File: src/sv/dq_pkg.sv
package dq_pkg;

    // Ring geometry
    localparam int DEPTH  = 16;
    localparam int AW     = $clog2(DEPTH);
    localparam int CW     = $clog2(DEPTH + 1);
    localparam int CMD_W  = 3;
    localparam int WORD_W = 32;
    localparam int STAT_W = 2;

    typedef enum logic [CMD_W-1:0] {
        CMD_PUSH_FRONT = 3'd0,
        CMD_PUSH_REAR  = 3'd1,
        CMD_POP_FRONT  = 3'd2,
        CMD_POP_REAR   = 3'd3,
        CMD_DUMP       = 3'd4
    } cmd_t;

    typedef enum logic [STAT_W-1:0] {
        STAT_OK    = 2'd0,
        STAT_EMPTY = 2'd1,
        STAT_FULL  = 2'd2
    } status_t;

    typedef enum logic {
        ST_IDLE,
        ST_DUMP
    } state_t;

    // One result word headed for the output queue
    typedef struct packed {
        status_t                    status;
        logic signed [WORD_W-1:0]   word;
        logic                       last;
    } res_t;

    // Result in flight while the slot read completes
    typedef struct packed {
        logic    valid;
        status_t status;
        logic    from_ram;
        logic    last;
    } pend_t;

    // (base + off) mod DEPTH, with base < DEPTH and off <= DEPTH
    function automatic logic [AW-1:0] ring_add(input logic [AW-1:0] base,
                                               input logic [CW-1:0] off);
        logic [CW:0] sum;
        sum = (CW+1)'(base) + (CW+1)'(off);
        if (sum >= (CW+1)'(DEPTH))
            sum = sum - (CW+1)'(DEPTH);
        return sum[AW-1:0];
    endfunction

endpackage

File: src/sv/dq_ram.sv
module dq_ram #(
    parameter int WIDTH = 32,
    parameter int DEPTH = 16
) (
    input  logic                     clk,
    input  logic                     we,
    input  logic [$clog2(DEPTH)-1:0] waddr,
    input  logic [WIDTH-1:0]         wdata,
    input  logic                     re,
    input  logic [$clog2(DEPTH)-1:0] raddr,
    output logic [WIDTH-1:0]         rdata
);

    logic [WIDTH-1:0] mem [DEPTH];

    // Single write port, registered read port
    always_ff @(posedge clk)
    begin
        if (we)
            mem[waddr] <= wdata;
        if (re)
            rdata <= mem[raddr];
    end

endmodule

File: src/sv/dq_out_fifo.sv
module dq_out_fifo (
    input  logic           clk,
    input  logic           rst_n,
    input  logic           wr,
    input  dq_pkg::res_t   wr_res,
    input  logic           rd,
    output logic           valid,
    output dq_pkg::res_t   head,
    output logic [1:0]     level
);

    import dq_pkg::*;

    logic [1:0] level_reg, level_next;
    res_t       e0_reg, e0_next;
    res_t       e1_reg, e1_next;

    // Two-entry queue, head always in e0; writer never writes when full
    always_comb
    begin
        e0_next    = e0_reg;
        e1_next    = e1_reg;
        level_next = level_reg + 2'(wr) - 2'(rd);
        case (level_reg)
            2'd0:
            begin
                if (wr)
                    e0_next = wr_res;
            end
            2'd1:
            begin
                if (wr && rd)
                    e0_next = wr_res;
                else if (wr)
                    e1_next = wr_res;
            end
            2'd2:
            begin
                if (rd)
                    e0_next = e1_reg;
            end
            default:
            begin
                e0_next = e0_reg;
            end
        endcase
    end

    always_ff @(posedge clk or negedge rst_n)
    begin
        if (!rst_n)
            level_reg <= '0;
        else
            level_reg <= level_next;
    end

    // Payload, no reset
    always_ff @(posedge clk)
    begin
        e0_reg <= e0_next;
        e1_reg <= e1_next;
    end

    assign valid = (level_reg != 2'd0);
    assign head  = e0_reg;
    assign level = level_reg;

endmodule

File: src/sv/double_ended_queue_core.sv
// Deque of signed 32-bit words in a 16-slot ring with front index and count.
// Results pass the pending register, then the output queue, to the master side.
// One push or pop per cycle while the output queue has room; a dump starts, then
// reads each stored word through the single slot-memory read port, taking no commands.
// Reset (rst_n, async active low) clears front, count and the output queue;
// slot contents stay undefined, no clearing pass is run.
module double_ended_queue_core (
    input  logic                                clk,
    input  logic                                rst_n,
    input  logic                                s_tvalid,
    output logic                                s_tready,
    input  logic signed [dq_pkg::WORD_W-1:0]    s_tdata,   // [31:0] value
    input  logic        [dq_pkg::CMD_W-1:0]     s_tuser,   // [2:0] command
    output logic                                m_tvalid,
    input  logic                                m_tready,
    output logic signed [dq_pkg::WORD_W-1:0]    m_tdata,   // [31:0] word
    output logic        [dq_pkg::STAT_W-1:0]    m_tuser,   // [1:0] status
    output logic                                m_tlast    // last
);

    import dq_pkg::*;

    state_t        state_reg, state_next;
    logic [AW-1:0] front_reg, front_next;
    logic [CW-1:0] count_reg, count_next;
    logic [AW-1:0] idx_reg, idx_next;
    pend_t         pend_reg, pend_next;

    logic              ram_we, ram_re;
    logic [AW-1:0]     ram_waddr, ram_raddr;
    logic [WORD_W-1:0] ram_rdata;

    logic          in_acc, m_pop, issue_ok, full, empty;
    logic          dump_start, dump_done;
    logic [2:0]    occ, lim;
    logic [1:0]    fifo_level;
    cmd_t          cmd;
    res_t          wr_res, head;

    assign cmd    = cmd_t'(s_tuser);
    assign full   = (count_reg == CW'(DEPTH));
    assign empty  = (count_reg == '0);
    assign m_pop  = m_tvalid & m_tready;

    // Room check: queued + in-flight results must fit after this cycle's pop
    assign occ      = {1'b0, fifo_level} + {2'b0, pend_reg.valid};
    assign lim      = 3'd1 + {2'b0, m_pop};
    assign issue_ok = (occ <= lim);

    assign s_tready = (state_reg == ST_IDLE) && issue_ok;
    assign in_acc   = s_tvalid & s_tready;

    // Command decode and ring update; a slot write and a later read of it
    // never share an edge, so no forwarding is needed
    always_comb
    begin
        ram_we     = 1'b0;
        ram_waddr  = front_reg;
        ram_re     = 1'b0;
        ram_raddr  = front_reg;
        front_next = front_reg;
        count_next = count_reg;
        idx_next   = idx_reg;
        pend_next  = '0;
        dump_start = 1'b0;
        dump_done  = 1'b0;

        if (state_reg == ST_IDLE)
        begin
            if (in_acc)
            begin
                case (cmd)
                    CMD_PUSH_FRONT, CMD_PUSH_REAR:
                    begin
                        pend_next.valid = 1'b1;
                        pend_next.last  = 1'b1;
                        if (full)
                            pend_next.status = STAT_FULL;
                        else
                        begin
                            pend_next.status = STAT_OK;
                            ram_we           = 1'b1;
                            count_next       = count_reg + CW'(1);
                            if (cmd == CMD_PUSH_FRONT)
                            begin
                                front_next = ring_add(front_reg, CW'(DEPTH - 1));
                                ram_waddr  = front_next;
                            end
                            else
                                ram_waddr = ring_add(front_reg, count_reg);
                        end
                    end
                    CMD_POP_FRONT, CMD_POP_REAR:
                    begin
                        pend_next.valid = 1'b1;
                        pend_next.last  = 1'b1;
                        if (empty)
                            pend_next.status = STAT_EMPTY;
                        else
                        begin
                            pend_next.status   = STAT_OK;
                            pend_next.from_ram = 1'b1;
                            ram_re             = 1'b1;
                            count_next         = count_reg - CW'(1);
                            if (cmd == CMD_POP_FRONT)
                            begin
                                ram_raddr  = front_reg;
                                front_next = ring_add(front_reg, CW'(1));
                            end
                            else
                                ram_raddr = ring_add(front_reg, count_reg - CW'(1));
                        end
                    end
                    CMD_DUMP:
                    begin
                        if (empty)
                        begin
                            pend_next.valid  = 1'b1;
                            pend_next.status = STAT_EMPTY;
                            pend_next.last   = 1'b1;
                        end
                        else
                        begin
                            dump_start = 1'b1;
                            idx_next   = '0;
                        end
                    end
                    default:
                    begin
                        pend_next = '0;
                    end
                endcase
            end
        end
        else if (issue_ok)
        begin
            // Dump walk: one slot read per cycle while the output queue has room, front to rear
            ram_re             = 1'b1;
            ram_raddr          = ring_add(front_reg, CW'(idx_reg));
            pend_next.valid    = 1'b1;
            pend_next.status   = STAT_OK;
            pend_next.from_ram = 1'b1;
            pend_next.last     = ((CW'(idx_reg) + CW'(1)) == count_reg);
            dump_done          = pend_next.last;
            idx_next           = idx_reg + AW'(1);
        end
    end

    // Next state
    always_comb
    begin
        state_next = state_reg;
        case (state_reg)
            ST_IDLE:
            begin
                if (dump_start)
                    state_next = ST_DUMP;
            end
            ST_DUMP:
            begin
                if (dump_done)
                    state_next = ST_IDLE;
            end
            default:
            begin
                state_next = ST_IDLE;
            end
        endcase
    end

    always_ff @(posedge clk or negedge rst_n)
    begin
        if (!rst_n)
        begin
            state_reg <= ST_IDLE;
            front_reg <= '0;
            count_reg <= '0;
            idx_reg   <= '0;
            pend_reg  <= '0;
        end
        else
        begin
            state_reg <= state_next;
            front_reg <= front_next;
            count_reg <= count_next;
            idx_reg   <= idx_next;
            pend_reg  <= pend_next;
        end
    end

    // Slot store
    dq_ram #(
        .WIDTH (WORD_W),
        .DEPTH (DEPTH)
    ) u_slots (
        .clk   (clk),
        .we    (ram_we),
        .waddr (ram_waddr),
        .wdata (s_tdata),
        .re    (ram_re),
        .raddr (ram_raddr),
        .rdata (ram_rdata)
    );

    // Result assembly: word is zero unless it came from a slot read
    always_comb
    begin
        wr_res.status = pend_reg.status;
        wr_res.word   = pend_reg.from_ram ? ram_rdata : '0;
        wr_res.last   = pend_reg.last;
    end

    dq_out_fifo u_out (
        .clk    (clk),
        .rst_n  (rst_n),
        .wr     (pend_reg.valid),
        .wr_res (wr_res),
        .rd     (m_pop),
        .valid  (m_tvalid),
        .head   (head),
        .level  (fifo_level)
    );

    assign m_tdata = head.word;
    assign m_tuser = head.status;
    assign m_tlast = head.last;

    // Checks
    a_count_range: assert property (@(posedge clk) disable iff (!rst_n)
        count_reg <= CW'(DEPTH))
        else $error("count exceeds depth");

    a_no_overflow: assert property (@(posedge clk) disable iff (!rst_n)
        pend_reg.valid |-> (fifo_level != 2'd2))
        else $error("result written into full output queue");

    a_dump_blocks: assert property (@(posedge clk) disable iff (!rst_n)
        (state_reg == ST_DUMP) |-> !s_tready)
        else $error("input taken during dump");

    a_push_count: assert property (@(posedge clk) disable iff (!rst_n)
        (in_acc && (cmd == CMD_PUSH_FRONT || cmd == CMD_PUSH_REAR) && !full)
        |=> (count_reg == $past(count_reg) + CW'(1)))
        else $error("push did not grow count");

endmodule

File: config.mk
export PLATFORM = sky130hd
export DESIGN_NAME = double_ended_queue_core
export DESIGN_NICKNAME = d
export VERILOG_FILES = /design/src/sv/dq_pkg.sv /design/src/sv/dq_ram.sv /design/src/sv/dq_out_fifo.sv /design/src/sv/double_ended_queue_core.sv
export SDC_FILE = /design/constraint.sdc
export NUM_CORES = 1
export LEC_CHECK = 0
export BUFFER_PORTS_ARGS = -buffer_cell sky130_fd_sc_hd__buf_2
export CAP_MARGIN = 20
export CELL_PAD_IN_SITES_DETAIL_PLACEMENT = 0
export CELL_PAD_IN_SITES_GLOBAL_PLACEMENT = 1
export CORE_ASPECT_RATIO = 1.1
export CORE_UTILIZATION = 57
export DETAILED_ROUTE_END_ITERATION = 12
export GPL_TIMING_DRIVEN = 0
export PLACE_DENSITY = 0.83
export SLEW_MARGIN = 20
export SYNTH_ARGS = -nofsm -noshare
export SYNTH_HDL_FRONTEND = slang
export SYNTH_SLANG_ARGS = --single-unit
File: constraint.sdc
create_clock -name clk -period 11.1 [get_ports clk]
set_input_delay 2.22 -clock clk [delete_from_list [all_inputs] [get_ports clk]]
set_output_delay 2.22 -clock clk [all_outputs]
set_load 0.03 [all_outputs]
# After elaboration in Yosys (flattened, before gate mapping)
# Memory sizes are Yosys's and may differ from the RTL's. A register that Yosys moved wholly into a read port is not among the register bits.
# Index checks and enable logic that the tools add are counted.
dict set report word_totals {
  mem_bits_rw 512
  mem_count 1
  out_inout_bits 37
  wordCells 141
  reg_bits 91
}
# name depth word_bits read_ports rd_clocked_by_memory_dff write_ports line
set mem_list {}
lappend mem_list {u_slots.mem 16 32 1 1 1 dq_ram.sv:14} ;# logic [WIDTH-1:0] mem [DEPTH];
dict set report op_classes {
  n_eq_ne 17
  bitwise_logic 4
  magnitude_cmp 6
  n_addsub 18
  mux 62
  n_reduce_logical 18
}
# cell count
set op_table {}
lappend op_table {{two-way mux 35 bit} 3}
lappend op_table {{case mux 35 bit (3 select lines)} 1}
lappend op_table {{two-way mux 4 bit} 25}
lappend op_table {{two-way mux 32 bit} 1}
lappend op_table {{two-way mux 5 bit} 5}
lappend op_table {{two-way mux 1 bit} 20}
lappend op_table {{subtractor 4 x 1 -> 4 bit (second input constant)} 5}
lappend op_table {{greater-or-equal comparator 5 bit (second input constant)} 3}
lappend op_table {{!= test 2 bit (second input constant)} 7}
lappend op_table {{adder 4 x 5 -> 6 bit} 2}
lappend op_table {{greater-or-equal comparator 6 x 5 -> 1 bit (second input constant)} 2}
lappend op_table {{adder 4 x 1 -> 5 bit (second input constant)} 2}
lappend op_table {{case mux 5 bit (2 select lines)} 1}
lappend op_table {{case mux 3 bit (3 select lines)} 1}
lappend op_table {{case mux 4 bit (2 select lines)} 1}
lappend op_table {{AND reduction 4 bit} 2}
lappend op_table {{nonzero test 2 bit} 4}
lappend op_table {{AND reduction 7 bit} 1}
lappend op_table {{== test 3 x 2 -> 1 bit (second input constant)} 2}
lappend op_table {{adder 4 x 4 -> 5 bit} 1}
lappend op_table {{adder 4 x 4 -> 5 bit (second input constant)} 1}
lappend op_table {{adder 5 x 1 -> 5 bit (second input constant)} 1}
lappend op_table {{== test 5 bit} 1}
lappend op_table {{== test 5 bit (second input constant)} 1}
lappend op_table {{26 further kinds} 32}

# Depth between registers and ports, before layout
# Gate-level depths: netlist of the first run.
dict set report depth {
  depth_word 10
  mapped_depth 13
  mapped_depth_nobuf 11
}

# Cells and area by module
# Synthesis of the first run repeated with hierarchy kept, for this count alone.
dict set report hier_totals {
  hier_cells 1186
  hier_area_um2 24995.2
}
# mod cells_per_inst area_per_inst_um2 instances seq_area_each_um2
set modules_own_cells {}
lappend modules_own_cells {dq_ram 838 20155.6 1 16335.7}
lappend modules_own_cells {dq_out_fifo 123 2830.2 1 2152.1}
lappend modules_own_cells {double_ended_queue_core 225 2009.4 1 475.5}

# Worst setup path before layout of the first run
# No wires, ideal clock.
dict set report synth_timing {
  path_kind {input to register}
  from {in m_tready}
  to {mem u_slots.mem[4][0] (enable)}
  t_arrival_ns 7.295
  n_path_buf 0
  stages 9
  slack_ns 3.303
  setup_time_ns 0.502
  required_time_ns 10.598
  cell_sequence {o21ai_2 > ha_1 > o21bai_1 > a211oi_4 > nand3_2 > or4b_1 > o21ai_0 > o31ai_1 > nor4_1}
}
dict set report synth_via {
  elab_chain_cells 9
}
# item line
set synth_rtl {}
lappend synth_rtl {{start, declared} double_ended_queue_core.sv:15} ;# input logic m_tready,
lappend synth_rtl {{bitwise AND 1 bit (*)} double_ended_queue_core.sv:43} ;# assign m_pop = m_tvalid & m_tready;
lappend synth_rtl {{adder 1 x 1 -> 2 bit (*)} double_ended_queue_core.sv:47} ;# assign lim = 3'd1 + {2'b0, m_pop};
lappend synth_rtl {{<= comparator 3 x 2 -> 1 bit (*)} double_ended_queue_core.sv:48} ;# assign issue_ok = (occ <= lim);
lappend synth_rtl {{logical AND 1 bit (*)} double_ended_queue_core.sv:50} ;# assign s_tready = (state_reg == ST_IDLE) && issue_ok;
lappend synth_rtl {{bitwise AND 1 bit (*)} double_ended_queue_core.sv:51} ;# assign in_acc = s_tvalid & s_tready;
lappend synth_rtl {{two-way mux 1 bit} double_ended_queue_core.sv:70} ;# if (in_acc)
lappend synth_rtl {{two-way mux 1 bit} double_ended_queue_core.sv:68} ;# if (state_reg == ST_IDLE)
lappend synth_rtl {{two-way mux 1 bit} dq_ram.sv:19} ;# if (we)
lappend synth_rtl {{two-way mux 1 bit (implied by the code)} dq_ram.sv:20} ;# mem[waddr] <= wdata;
lappend synth_rtl {{end, declared} dq_ram.sv:14}
# Mark *: on every way between the ends. The rest lies on a longest branch, timed or not.

# Worst setup path in the final report of the first run
dict set report layout_timing {
  from {in m_tready}
  to {out s_tready}
}
dict set report layout_via {
  elab_chain_cells 4
}
# item line
set layout_rtl {}
lappend layout_rtl {{bitwise AND 1 bit} double_ended_queue_core.sv:43}
lappend layout_rtl {{adder 1 x 1 -> 2 bit} double_ended_queue_core.sv:47}
lappend layout_rtl {{<= comparator 3 x 2 -> 1 bit} double_ended_queue_core.sv:48}
lappend layout_rtl {{logical AND 1 bit} double_ended_queue_core.sv:50}
lappend layout_rtl {{end, declared} double_ended_queue_core.sv:11} ;# output logic s_tready,
# Every way passes these cells.

==> results.sh, run 1 <==
export IMPL_r2r_start="front_reg[0]"
export IMPL_cp_slowest_stage_delay_ps=520
export IMPL_die_h_um=231
export IMPL_grt_pass1_wl_mm=113
export IMPL_syn_nets=1937
export IMPL_drive_gt1_frac=0.129
export IMPL_fin_nets=2110
export IMPL_drv_slew=0
export IMPL_antenna_found_initial=1
export IMPL_r2r_end="u_slots.mem[4][7]"
export IMPL_crit_chain="buf_2 -> o21ai_2 -> ha_1 -> nor3b_1 -> a211o_1 -> nor2_1 -> buf_2"
export IMPL_yosysTopAreaCell="edfxtp_1"
export IMPL_multi_input_area_sq_um=7650
export IMPL_synth_edf_count=614
export IMPL_synth_seq_cells=635
export IMPL_critPathMaxFanout=6
export IMPL_die_x_um=210
export IMPL_finalClockSkew_ps=28.3
export IMPL_root_buffer="clkbuf_16"
export IMPL_drt_first_pass_iters=5
export IMPL_min_path_cells=0
export IMPL_finalSetupViolations=0
export IMPL_maxCapViolations=0
export IMPL_ios=76
export IMPL_ys_types=55
export IMPL_timing_final_crit_share=0.552
export IMPL_drt_iter0_drc=2455
export IMPL_synth_top_family_by_area="compound AO/OA/AOI/OAI gates"
export IMPL_grt_util_met1=0.417
export IMPL_use_met2=0.504
export IMPL_wl_per_cell_um=27.4
export IMPL_ys_flop_type="edfxtp_1"
export IMPL_yosys_area_share_simple=0.0948
export IMPL_status="finished, final reports clean"
export IMPL_critPathTopFamily="simple AND/OR/NAND/NOR gates"
export IMPL_use_met3=0.0451
export IMPL_drc=0
export IMPL_synth_commonest_cells="edfxtp_1, clkbuf_1, and3_1, nand3_1, a221oi_1"
export IMPL_netlist_area_leader_share=0.677
export IMPL_hold_class="reg2reg"
export IMPL_cts_htree_levels=3
export IMPL_max_freq_mhz=163
export IMPL_cp_end_kind="output pin"
export IMPL_rows=83
export IMPL_clk_latency_ps=620
export IMPL_hold_end="u_out.e1_reg[34]"
export IMPL_gp_congestion=0.901
export IMPL_finalHoldViolCount=0
export IMPL_area_delta_synth_final_pct=13.8
export IMPL_fillers=3402
export IMPL_routed_wl_mm=74.8
export IMPL_antenna_left=0
export IMPL_cp_slowest_cell="nor3b_1"
export IMPL_syn_area_sq_um=27200
export IMPL_reg2reg_depth=12
export IMPL_cts_buffers=66
export IMPL_largest_reg_flops=512
export IMPL_yosys_top_cells_area="edfxtp_1, a221oi_1, and3_1, o211ai_1, nand3_1"
export IMPL_synth_mux_area_frac=0.0387
export IMPL_critical_path_class="in2out"
export IMPL_ys_seq_area_frac=0.696
export IMPL_regArea_sq_um=19000
export IMPL_synth_xor_area_frac=0.00804
export IMPL_grt_start_max_net_pins=31
export IMPL_clkSlewWorstSetupHoldPaths_ps=50
export IMPL_synth_compound_area_frac=0.123
export IMPL_cp_arrival_ps=3910
export IMPL_netlist_instances=1876
export IMPL_fin_crit_ps=6130
export IMPL_synthArstFlopShare=0.0331
export IMPL_dpl_hpwl_mm=51.7
export IMPL_die_area_sq_um=48700
export IMPL_vias=18400
export IMPL_hold_buffers=0
export IMPL_grt_overflow=0
export IMPL_routed_via_density=6.76
export IMPL_required_ps=8880
export IMPL_cts_tree="yes"
export IMPL_cts_setup_buffers=0
export IMPL_core_region_area_sq_um=46900
export IMPL_cts_repair_resized=0
export IMPL_critPathBufInv=2
export IMPL_start_util=0.580
export IMPL_cp_common_cell="buf_2"
export IMPL_io_buffers=75
export IMPL_min_from="pend_reg[3]"
export IMPL_ff2ff_setup_slack_ps=5990
export IMPL_grt_pass1_vias=18200
export IMPL_yosysMostFrequentCell="edfxtp_1"
export IMPL_relSlewSlack=0.186
export IMPL_grt_busiest_layer="met2"
export IMPL_tightest_slew_ps=1210
export IMPL_critPathLaunchType="input pin"
export IMPL_yosysWarnings=0
export IMPL_setup_tns_ps=0
export IMPL_clock_sinks=635
export IMPL_rsz0062_at_grt="false"
export IMPL_synthAdderAreaFrac=0.0109
export IMPL_clock_path_buffers=3
export IMPL_grt_use_total=0.314
export IMPL_synth_area_per_cell_sq_um=14.5
==> metal layers <==
layer / vias to the layer above / part of all wire
met5: - / 0
met4: 0 / 0.053
met3: 181 / 0.079
met2: 1031 / 0.48
met1: 9243 / 0.39
li1: 7982 / -
==> cells by family after synthesis <==
kind of cell / after synthesis
adders and majority gates: 22
muxes: 101
xor gates and xnor gates: 25
DFF: 635
and+or+nand+nor: 487
buffers and inverters: 195
AOI/OAI and AO/OA: 411
==> stage by stage <==
stage	instance area (sq um)	utilization	std cells	hold slack (ps)	worst slack, ps
2_1_floorplan	27200	-	1876	421	3300
3_3_place_gp	28400	0.605	2588	428	-42.4
3_5_place_dp	29000	0.619	2618	434	4510
4_1_cts	31000	0.660	2728	446	4970
5_1_grt	31000	0.660	2728	471	4740
6_report	31000	0.660	2729	447	4970
==> layout by cell type, fill, tap and decap left out, types with 13 or more instances in the layout <==
| cell type | Yosys | routed |
|---|---|---|
| ha_1 | 19 | 19 |
| xor2_1 | 13 | 13 |
| a21oi_1 | 15 | 15 |
| o211ai_1 | 99 | 99 |
| clkbuf_1 | 141 | 157 |
| a221oi_1 | 128 | 128 |
| o32ai_1 | 32 | 32 |
| mux2_2 | 35 | 35 |
| o221ai_1 | 65 | 65 |
| buf_2 | 15 | 102 |
| and2_1 | 34 | 34 |
| clkbuf_16 | 0 | 69 |
| nor3_1 | 41 | 41 |
| mux2i_1 | 66 | 66 |
| dfrtp_1 | 21 | 21 |
| buf_16 | 0 | 13 |
| edfxtp_1 | 614 | 614 |
| nand3_1 | 134 | 134 |
| o21ai_0 | 16 | 15 |
| buf_1 | 23 | 23 |
| a211o_1 | 33 | 33 |
| nand2_1 | 90 | 90 |
| and3_1 | 134 | 131 |
==> worst max path at each step <==
stage / startpoint / end / slack [ps] / cells after the start
final: m_tready / s_tready / 4970 / 7
after global routing: m_tready / u_slots.mem[4][7] / 4740 / 13
after CTS: m_tready / s_tready / 4970 / 7
after detailed placement: m_tready / u_slots.mem[4][6] / 4510 / 13
after global placement: m_tready / u_slots.mem[4][6] / -40 / 10
after floorplan: m_tready / u_slots.mem[4][0] / 3300 / 9
==> final cells by class <==
| type | instances | share of cell area |
|---|---|---|
| flip-flops and latches | 635 | 0.612 |
| multi-input cells | 1046 | 0.247 |
| clock buffers | 85 | 0.0576 |
| repair buffers | 105 | 0.0283 |
| well taps | 637 | 0.0257 |
| plain buffers | 182 | 0.0230 |
| clock inverters | 25 | 0.00533 |
| inverters | 13 | 0.00157 |
| diodes | 1 | 0.0000807 |
Power of run 1 is left out: the tool's default activity adds up to more than one toggle a clock period on the data nets, which glitch-free logic cannot reach.
==> run 2, diff against run 1 <==
--- a/config.mk
+++ b/config.mk
@@ -5,15 +5,16 @@
 export SDC_FILE = /design/constraint.sdc
 export NUM_CORES = 1
 export LEC_CHECK = 0
+export ABC_AREA = 1
 export BUFFER_PORTS_ARGS = -buffer_cell sky130_fd_sc_hd__buf_2
 export CAP_MARGIN = 20
 export CELL_PAD_IN_SITES_DETAIL_PLACEMENT = 0
 export CELL_PAD_IN_SITES_GLOBAL_PLACEMENT = 1
 export CORE_ASPECT_RATIO = 1.1
-export CORE_UTILIZATION = 57
+export CORE_UTILIZATION = 50
 export DETAILED_ROUTE_END_ITERATION = 12
 export GPL_TIMING_DRIVEN = 0
-export PLACE_DENSITY = 0.83
+export PLACE_DENSITY = 0.77
 export SLEW_MARGIN = 20
 export SYNTH_ARGS = -nofsm -noshare
 export SYNTH_HDL_FRONTEND = slang
==> constraint.sdc (replaced) <==
create_clock -name clk -period 5.89 [get_ports clk]
set_input_delay 1.178 -clock clk [delete_from_list [all_inputs] [get_ports clk]]
set_output_delay 1.178 -clock clk [all_outputs]
set_load 0.03 [all_outputs]
==> run 2 against run 1 <==
  * Die area grew 16%
  * Non-clock buffer count shrank 32
  * Final cell count is 29% higher
  * First-iteration DRC count decreased by 13%
  * Flip-flop and latch count stayed put
  * Critical path depth increased by 6
==> results.sh, run 2 <==
export IMPL_status="finished, final reports clean"
export IMPL_finalHoldViolCount=0
export IMPL_grt_start_max_net_pins=23
export IMPL_cts_htree_levels=3
export IMPL_min_path_cells=0
export IMPL_finalClockSkew_ps=30.9
export IMPL_ff2ff_setup_slack_ps=1630
export IMPL_reg2reg_depth=13
export IMPL_syn_area_sq_um=27800
export IMPL_drt_iter0_drc=2145
export IMPL_required_ps=6200
export IMPL_antenna_left=0
export IMPL_tightest_slew_ps=954
export IMPL_layout_common_cells="edfxtp_1, nand2_1, nand3_1"
export IMPL_hold_end="u_out.e1_reg[34]"
export IMPL_die_x_um=227
export IMPL_drv_slew=0
export IMPL_die_h_um=249
export IMPL_critPathLaunchType="input pin"
export IMPL_synth_xor_area_frac=0.00688
export IMPL_syn_nets=2610
export IMPL_root_buffer="clkbuf_16"
export IMPL_fin_crit_ps=4300
export IMPL_critical_path_class="in2reg"
export IMPL_routed_wl_mm=76.1
export IMPL_wl_per_cell_um=21.7
export IMPL_cp_end_kind="flop"
export IMPL_die_area_sq_um=56600
export IMPL_cts_repair_resized=0
export IMPL_yosys_area_share_simple=0.207
export IMPL_gp_congestion=0.873
export IMPL_core_region_area_sq_um=55000
export IMPL_cts_tree="yes"
export IMPL_fin_nets=2790
export IMPL_clk_latency_ps=620
export IMPL_r2r_start="u_out.level[0]"
export IMPL_cts_buffers=67
export IMPL_cts_setup_buffers=0
export IMPL_ios=76
export IMPL_critPathMaxFanout=13
export IMPL_timing_final_crit_share=0.731
export IMPL_cp_arrival_ps=4610
export IMPL_yosysTopAreaCell="edfxtp_1"
export IMPL_yosysMostFrequentCell="edfxtp_1"
export IMPL_rsz0062_at_grt="false"
export IMPL_synth_seq_cells=635
export IMPL_yosysWarnings=0
export IMPL_finalSetupViolations=0
export IMPL_grt_pass1_vias=18800
export IMPL_synthArstFlopShare=0.0331
export IMPL_whs_ps=456
export IMPL_grt_overflow=0
export IMPL_vias=19200
export IMPL_largest_reg_flops=512
export IMPL_max_freq_mhz=232
export IMPL_netlist_area_leader_share=0.662
export IMPL_start_util=0.507
export IMPL_ys_types=43
export IMPL_drc=0
export IMPL_clock_sinks=635
export IMPL_drt_first_pass_iters=6
export IMPL_hold_class="reg2reg"
export IMPL_io_buffers=74
export IMPL_routed_via_density=5.48
export IMPL_insertedDiodeCount=0
export IMPL_grt_use_total=0.278
export IMPL_drive_gt1_frac=0.132
export IMPL_antenna_found_initial=2
export IMPL_r2r_end="u_slots.mem[8][12]"
export IMPL_hold_buffers=0
export IMPL_final_common_cell="edfxtp_1"
export IMPL_clock_path_buffers=3
export IMPL_relSlewSlack=0.358
export IMPL_maxCapViolations=0
export IMPL_yosys_top_cells_area="edfxtp_1, nand3_1, nand2_1, inv_1, buf_2"
export IMPL_min_from="pend_reg[3]"
export IMPL_ys_flop_type="edfxtp_1"
export IMPL_synth_compound_area_frac=0.0159
export IMPL_dpl_hpwl_mm=52.4
export IMPL_synth_edf_count=614
export IMPL_synth_mux_area_frac=0.000360
export IMPL_ys_seq_area_frac=0.681
export IMPL_netlist_instances=2549
export IMPL_synthAdderAreaFrac=0.0107
export IMPL_synth_area_per_cell_sq_um=10.9
export IMPL_synth_commonest_cells="edfxtp_1, nand2_1, nand3_1, inv_1, buf_2"
export IMPL_fin_util=0.582
export IMPL_clkSlewWorstSetupHoldPaths_ps=60
export IMPL_rows=90
export IMPL_synth_top_family_by_area="simple AND/OR/NAND/NOR gates"
export IMPL_grt_pass1_wl_mm=115
export IMPL_area_delta_synth_final_pct=14.9
[run 2: changes by cell type in the layout (fill, tap and decap cells not counted), moves of 81 or more]
| cell | delta |
|---|---|
| and3_1 | -131 |
| clkbuf_1 | -126 |
| a221oi_1 | -127 |
| nand3_1 | +458 |
| o211ai_1 | -94 |
| inv_1 | +346 |
| buf_2 | +81 |
| nand2_1 | +506 |
[run 2: kinds of logic after synthesis]
| group | after synthesis |
|---|---|
| buffers and inverters | 512 |
| muxes | 1 |
| and+or+nand+nor | 1279 |
| xor gates and xnor gates | 21 |
| adders and majority gates | 22 |
| DFF | 635 |
| AOI/OAI and AO/OA | 79 |
[run 2: worst max-delay path, stage by stage]
cell and delay [ps]:
buf_2 110, nand2_2 70, ha_1 300, nor2_1 60, a21oi_2 230, nand4_2 240
inv_1 170, nand3_1 240, a21oi_1 540, nand3_1 420, nor2_4 610, buf_16 230
buf_8 180
[run 2: worst max path at each step]
| stage | start | end | cells past startpoint |
|---|---|---|---|
| after global routing | u_out.level[1] | u_slots.mem[8][19] | 14 |
| after CTS | m_tready | u_slots.mem[8][19] | 13 |
| after detailed placement | m_tready | u_slots.mem[8][17] | 13 |
| after global placement | m_tready | u_slots.mem[5][18] | 13 |
| after floorplan | m_tready | u_slots.mem[4][0] | 10 |
| final | m_tready | u_slots.mem[8][12] | 13 |
[run 2: final cells by class]
class                           instances  area (sq um)
Fill cell                            4605         23000
Sequential cell                       635         19000
Multi-Input combinational cell       1402          6850
Clock buffer                           90          1850
Inverter                              368          1380
Timing Repair Buffer                  111          1030
Tap cell                              736           921
Buffer                                144           793
Clock inverter                         23           204
[run 2: layer usage]
layer  vias to the layer above  track usage  share of wire
met2                       849        0.444           0.48
met5                         -            0        0.00020
met1                      9308        0.375           0.39
li1                       8954            -              -
met4                         2        0.114          0.037
met3                       133       0.0519          0.093
[run 2: metrics by stage]
stage	worst slack (ps)	instances	area [sq um]	setup TNS [ps]
floorplan	586	2549	27800	0
global placement	-2020	3359	29100	-337230
detailed placement	1040	3396	29900	0
CTS	1670	3509	32000	0
global route	1460	3509	32000	0
finish	1590	3509	32000	0
Power of run 2 is left out for the same reason.
